## src/rtl/core/kthl_pkg.sv

```systemverilog
// Shared types and constants for the streaming kth-largest core.
// No dependencies; every other file of the block but the macro header imports it.
package kthl_pkg;

  localparam int VALUE_W    = 32;
  localparam int RANK_W     = 7;
  localparam int GRP_W      = 3;
  localparam int GRP_SIZE   = 8;
  localparam int CFG_ADDR_W = 2;
  localparam int CFG_DATA_W = 32;

  // Register map.
  localparam logic [CFG_ADDR_W-1:0] ADDR_RANK_K = 2'd0;
  localparam logic [RANK_W-1:0]     RANK_RESET  = 7'd1;

  // Result value reported when no kth largest value exists.
  localparam logic signed [VALUE_W-1:0] INVALID_VALUE = -32'sd1;

  // Result selector states.
  typedef enum logic [1:0] {
    SEL_IDLE,
    SEL_GROUP,
    SEL_FINAL
  } sel_state_t;

  // Broadcast from the controller to every cell.
  typedef struct packed {
    logic                     en;
    logic [RANK_W-1:0]        len;
    logic signed [VALUE_W-1:0] value;
  } kthl_bcast_t;

  // Link between neighboring cells.
  typedef struct packed {
    logic                     keep;
    logic signed [VALUE_W-1:0] value;
  } kthl_link_t;

endpackage

```

## src/rtl/core/kthl_cell.sv

```systemverilog
// One cell of the sorted insertion chain: holds one kept value.
// Depends on kthl_pkg for the broadcast and link structs.
module kthl_cell import kthl_pkg::*; #(
  parameter int INDEX = 0
) (
  input  logic        clk,
  input  kthl_bcast_t bcast,
  input  kthl_link_t  prev,
  output kthl_link_t  next
);

  logic signed [VALUE_W-1:0] value_r;
  logic signed [VALUE_W-1:0] value_nxt;
  logic                      occupied;

  // A cell keeps its value when it is occupied and not smaller than the new value.
  assign occupied   = int'(bcast.len) > INDEX;
  assign next.keep  = occupied && ($signed(value_r) >= $signed(bcast.value));
  assign next.value = value_r;

  // Hold, take the new value at the insertion point, or shift down from the neighbor.
  always_comb begin
    priority if (!bcast.en) begin
      value_nxt = value_r;
    end else if (next.keep) begin
      value_nxt = value_r;
    end else if (prev.keep) begin
      value_nxt = bcast.value;
    end else begin
      value_nxt = prev.value;
    end
  end

  always_ff @(posedge clk) begin
    value_r <= value_nxt;
  end

endmodule

```

## config.mk

```make
export PLATFORM = sky130hd
export DESIGN_NAME = kthl_cell
export DESIGN_NICKNAME = d
export VERILOG_FILES = /design/src/rtl/core/kthl_pkg.sv /design/src/rtl/core/kthl_cell.sv
export SDC_FILE = /design/constraint.sdc
export NUM_CORES = 1
export LEC_CHECK = 0
export ABC_AREA = 1
export BUFFER_PORTS_ARGS = -buffer_cell sky130_fd_sc_hd__clkbuf_2
export CAP_MARGIN = 5
export CORE_ASPECT_RATIO = 1.4
export CORE_MARGIN = 4
export CORE_UTILIZATION = 39
export CTS_CLUSTER_DIAMETER = 60
export DETAILED_ROUTE_END_ITERATION = 7
export GPL_TIMING_DRIVEN = 0
export PLACE_DENSITY = 0.75
export REMOVE_ABC_BUFFERS = 1
export SLEW_MARGIN = 20
export SYNTH_ARGS = -nofsm -noshare
export SYNTH_HDL_FRONTEND = slang
export SYNTH_SLANG_ARGS = --single-unit
```

## constraint.sdc

```tcl
create_clock -name clk -period 5.7 [get_ports clk]
set_input_delay 1.14 -clock clk [delete_from_list [all_inputs] [get_ports clk]]
set_output_delay 1.14 -clock clk [all_outputs]
set_load 0.005 [all_outputs]
```

==> results.md <==
* Tmin final at 3.76 ns
* HP Class: reg -> reg
* Hold_buf cts at 0
* Arrival @ worst endpoint at 2.62 ns
* Setup crit end: next[32]
* WHS Path Cells at 4
* Worst r2r src: value_r[31]$_DFFE_PP_
* Router iterations before antenna repair at 4
* Final Hold Fails at 0
* Pleak at 1.53 nW
* CP max stage delay at 0.35 ns
* Vias per std cell at 4.70
* Post-synthesis register bit count at 32
* Drt total wl at 5050 um
* Nets@finish at 465
* Setup Skew at 0.00630 ns
* Starting Density at 40.1%
* DRC errors left at 0
* Final HPWL DP at 4170 um
* Vias post-DR at 1997
* Gr usage total at 15.1%
* Synthesized area per cell at 8.74 um^2
* MaxCap Viol Count at 0
* Max FFs per register at 32
* Crit path required time at 4.56 ns
* Cells along the critical path: clkbuf_2 -> inv_1 -> ha_1 -> nand2_2 -> nor2_2 -> nand2_2 -> nor4_4 -> nand2_1 -> nand3_1 -> nand3_2 -> nand2_1 -> inv_1 -> clkbuf_2
* Die width at 71.5 um
* Crit. End Element: output port
* Worst Tran Pin Value at 1.01 ns
* Logic pwr share at 28.2%
* CP Class: in -> out
* Routed Antenna Nets at 0
* Clock Latency Late Sink at 0.27 ns
* Fill cells at 534
* Clock slew at reported path FFs at 0.07 ns
* Bufs on Longest Clock Path at 2
* Syn Inst Count at 252
* Setup TNS at 0 ns
* Clk pwr share at 24.3%
* Rows at 32
* Largest net degree at the start of global routing at 64
* Iteration-0 DRC count of the detailed router at 58
* First-pass GRT wire length at 8450 um
* Clock sink count at 32
* Core footprint at 5490 um^2
* Routability cong. at 0.725
* H-tree Lvls at 2
* Initial antenna violation count at 0
* Ys Warns at 0
* Pwr/cell area at 222 nW/um^2
* Post-Synthesis Cell Area at 2200 um^2
* Setup Buffers After CTS at 0
* Reg2reg path depth at 10
* Status: completed
* I/O Pins at 107
* Worst R2R Setup Slack at 3.16 ns
* Biggest regs: value_r: 32 flops
* Total CTS buffers at 5
* Sequential element share of the synthesized area at 43.6%
* Switching share of total power at 29.2%
* Int Pwr at 455 uW
* # resized after CTS at 0
* Die area at 6930 um^2
* Clk root buf: clkbuf_8
* Synthesis-to-layout area growth at 31.5%
* Die height at 96.9 um
* Top reg by flops: value_r
* Final Cycle Share at 65.9%
* Flop pwr share at 47.6%
* Netlist cell types at 25
* P_sw at 187 uW
* Post-layout util at 52.8%
* Critical Path Fanout Max at 4
* End of the worst register-to-register path: value_r[30]$_DFFE_PP_
* Congestion Overflow GR at 0
* RSZ-0062 raised after global routing: no
* Setup Viol. Count Final at 0
* Max Slew Vio Count at 0
* Fmax at 266 MHz
* CTS tree: yes
* Crit path max-delay cell type: ha_1
* Slew margin rel. at 32.8%
* Port Buf Inserts at 106
* Fraction of layout cells with a size suffix above 1 at 34.2%
* Peak supply drop at 0.156 mV
* Critical path origin: bcast[31]
* Per-cell routed wire length at 11.9 um
* Vias in the first global route at 1995
* Antenna diode count at 0
* Startpoint Class: primary input
## how the worst min path moves through the flow
stage | startpoint | slack, ns | end
after floorplan | value_r[31]$_DFFE_PP_ | 1.18 | value_r[0]$_DFFE_PP_
after global placement | value_r[31]$_DFFE_PP_ | 1.40 | value_r[0]$_DFFE_PP_
after detailed placement | value_r[31]$_DFFE_PP_ | 1.05 | value_r[1]$_DFFE_PP_
after CTS | value_r[31]$_DFFE_PP_ | 1.07 | value_r[1]$_DFFE_PP_
after global routing | value_r[31]$_DFFE_PP_ | 1.14 | value_r[1]$_DFFE_PP_
final | value_r[31]$_DFFE_PP_ | 1.05 | value_r[6]$_DFFE_PP_
## kinds of logic after synthesis
logic type | synth area share, %
flip-flops | 43.6
multiplexers | 0.511
adder cells (fa/ha/maj) | 18.2
AO/OA/AOI/OAI | 12.9
buffers and inverters | 8.35
AND/OR/NAND/NOR | 16.4
## per-layer routing
layer	up-vias	wire length (um)	track usage, %
li1	1055	-	-
met1	870	1850	15.4
met2	68	2760	29.5
met3	4	394	3.74
met4	0	40	3.91
met5	-	0	0
## power groups by stage
stage	logic, mW	registers, mW	clock network, mW
finish	0.181	0.305	0.156
global route	0.212	0.308	0.175
CTS	0.186	0.306	0.165
detailed placement	0.185	0.311	0
global placement	0.171	0.311	0
floorplan	0.0941	0.312	0
## cells in the final DEF, fill, tap and decap left out, drive strengths merged
master	Yosys	routed
o21a	2	2
nand2	37	37
mux2	1	1
a21o	2	2
clkbuf	6	110
a21oi	46	46
buf	1	2
nor4	2	2
ha	32	32
edfxtp	32	32
clkinv	1	1
o21ai	3	3
inv	41	41
nand3	3	3
nand4	2	2
nor3	1	1
nor2	40	40
## area by class of cell
cell class                      count  area, um^2  share of cell area, %
Inverter                           42         158                   5.45
Multi-Input combinational cell    171        1060                   36.8
Sequential cell                    32         961                   33.2
Timing Repair Buffer              107         558                   19.3
Tap cell                           68        85.1                   2.94
Clock buffer                        5        68.8                   2.38
## metrics by stage
step / cells / hold WS (ns) / setup slack (ns) / power [mW] / area (um^2)
3_5_place_dp: 420 / 1.05 / 1.92 / 0.496 / 2830
3_3_place_gp: 419 / 1.40 / 1.40 / 0.482 / 2790
6_report: 425 / 1.05 / 1.94 / 0.642 / 2900
5_1_grt: 425 / 1.14 / 1.73 / 0.695 / 2900
4_1_cts: 425 / 1.07 / 1.91 / 0.657 / 2900
2_1_floorplan: 245 / 1.18 / 2.16 / 0.406 / 2180
## synthesized netlist by cell type
master    instances  area share, %
a21oi_1          44             10
inv_1            40            6.8
nor2_1           39            6.6
nand2_1          35            6.0
edfxtp_1         32             44
ha_1             32             18
clkbuf_1          6            1.0
a21o_1            2           0.68
a21oi_2           2           0.80
nand2_2           2           0.57
nand3_1           2           0.45
nand4_1           2           0.57
o21ai_0           2           0.45
buf_1             1           0.17
clkinv_1          1           0.17
inv_2             1           0.17
mux2_2            1           0.51
nand3_2           1           0.45
nor2_2            1           0.28
nor3_1            1           0.23
nor4_1            1           0.28
nor4_4            1           0.97
o21a_1            1           0.34
o21a_2            1           0.40
o21ai_1           1           0.23
## critical path, delay by kind of cell
family	cells	cell delay (ns)
simple gates	8	0.86
fa+ha+maj	1	0.35
buf+inv	4	0.26
No activity file was read; power rests on OpenSTA's default activity.
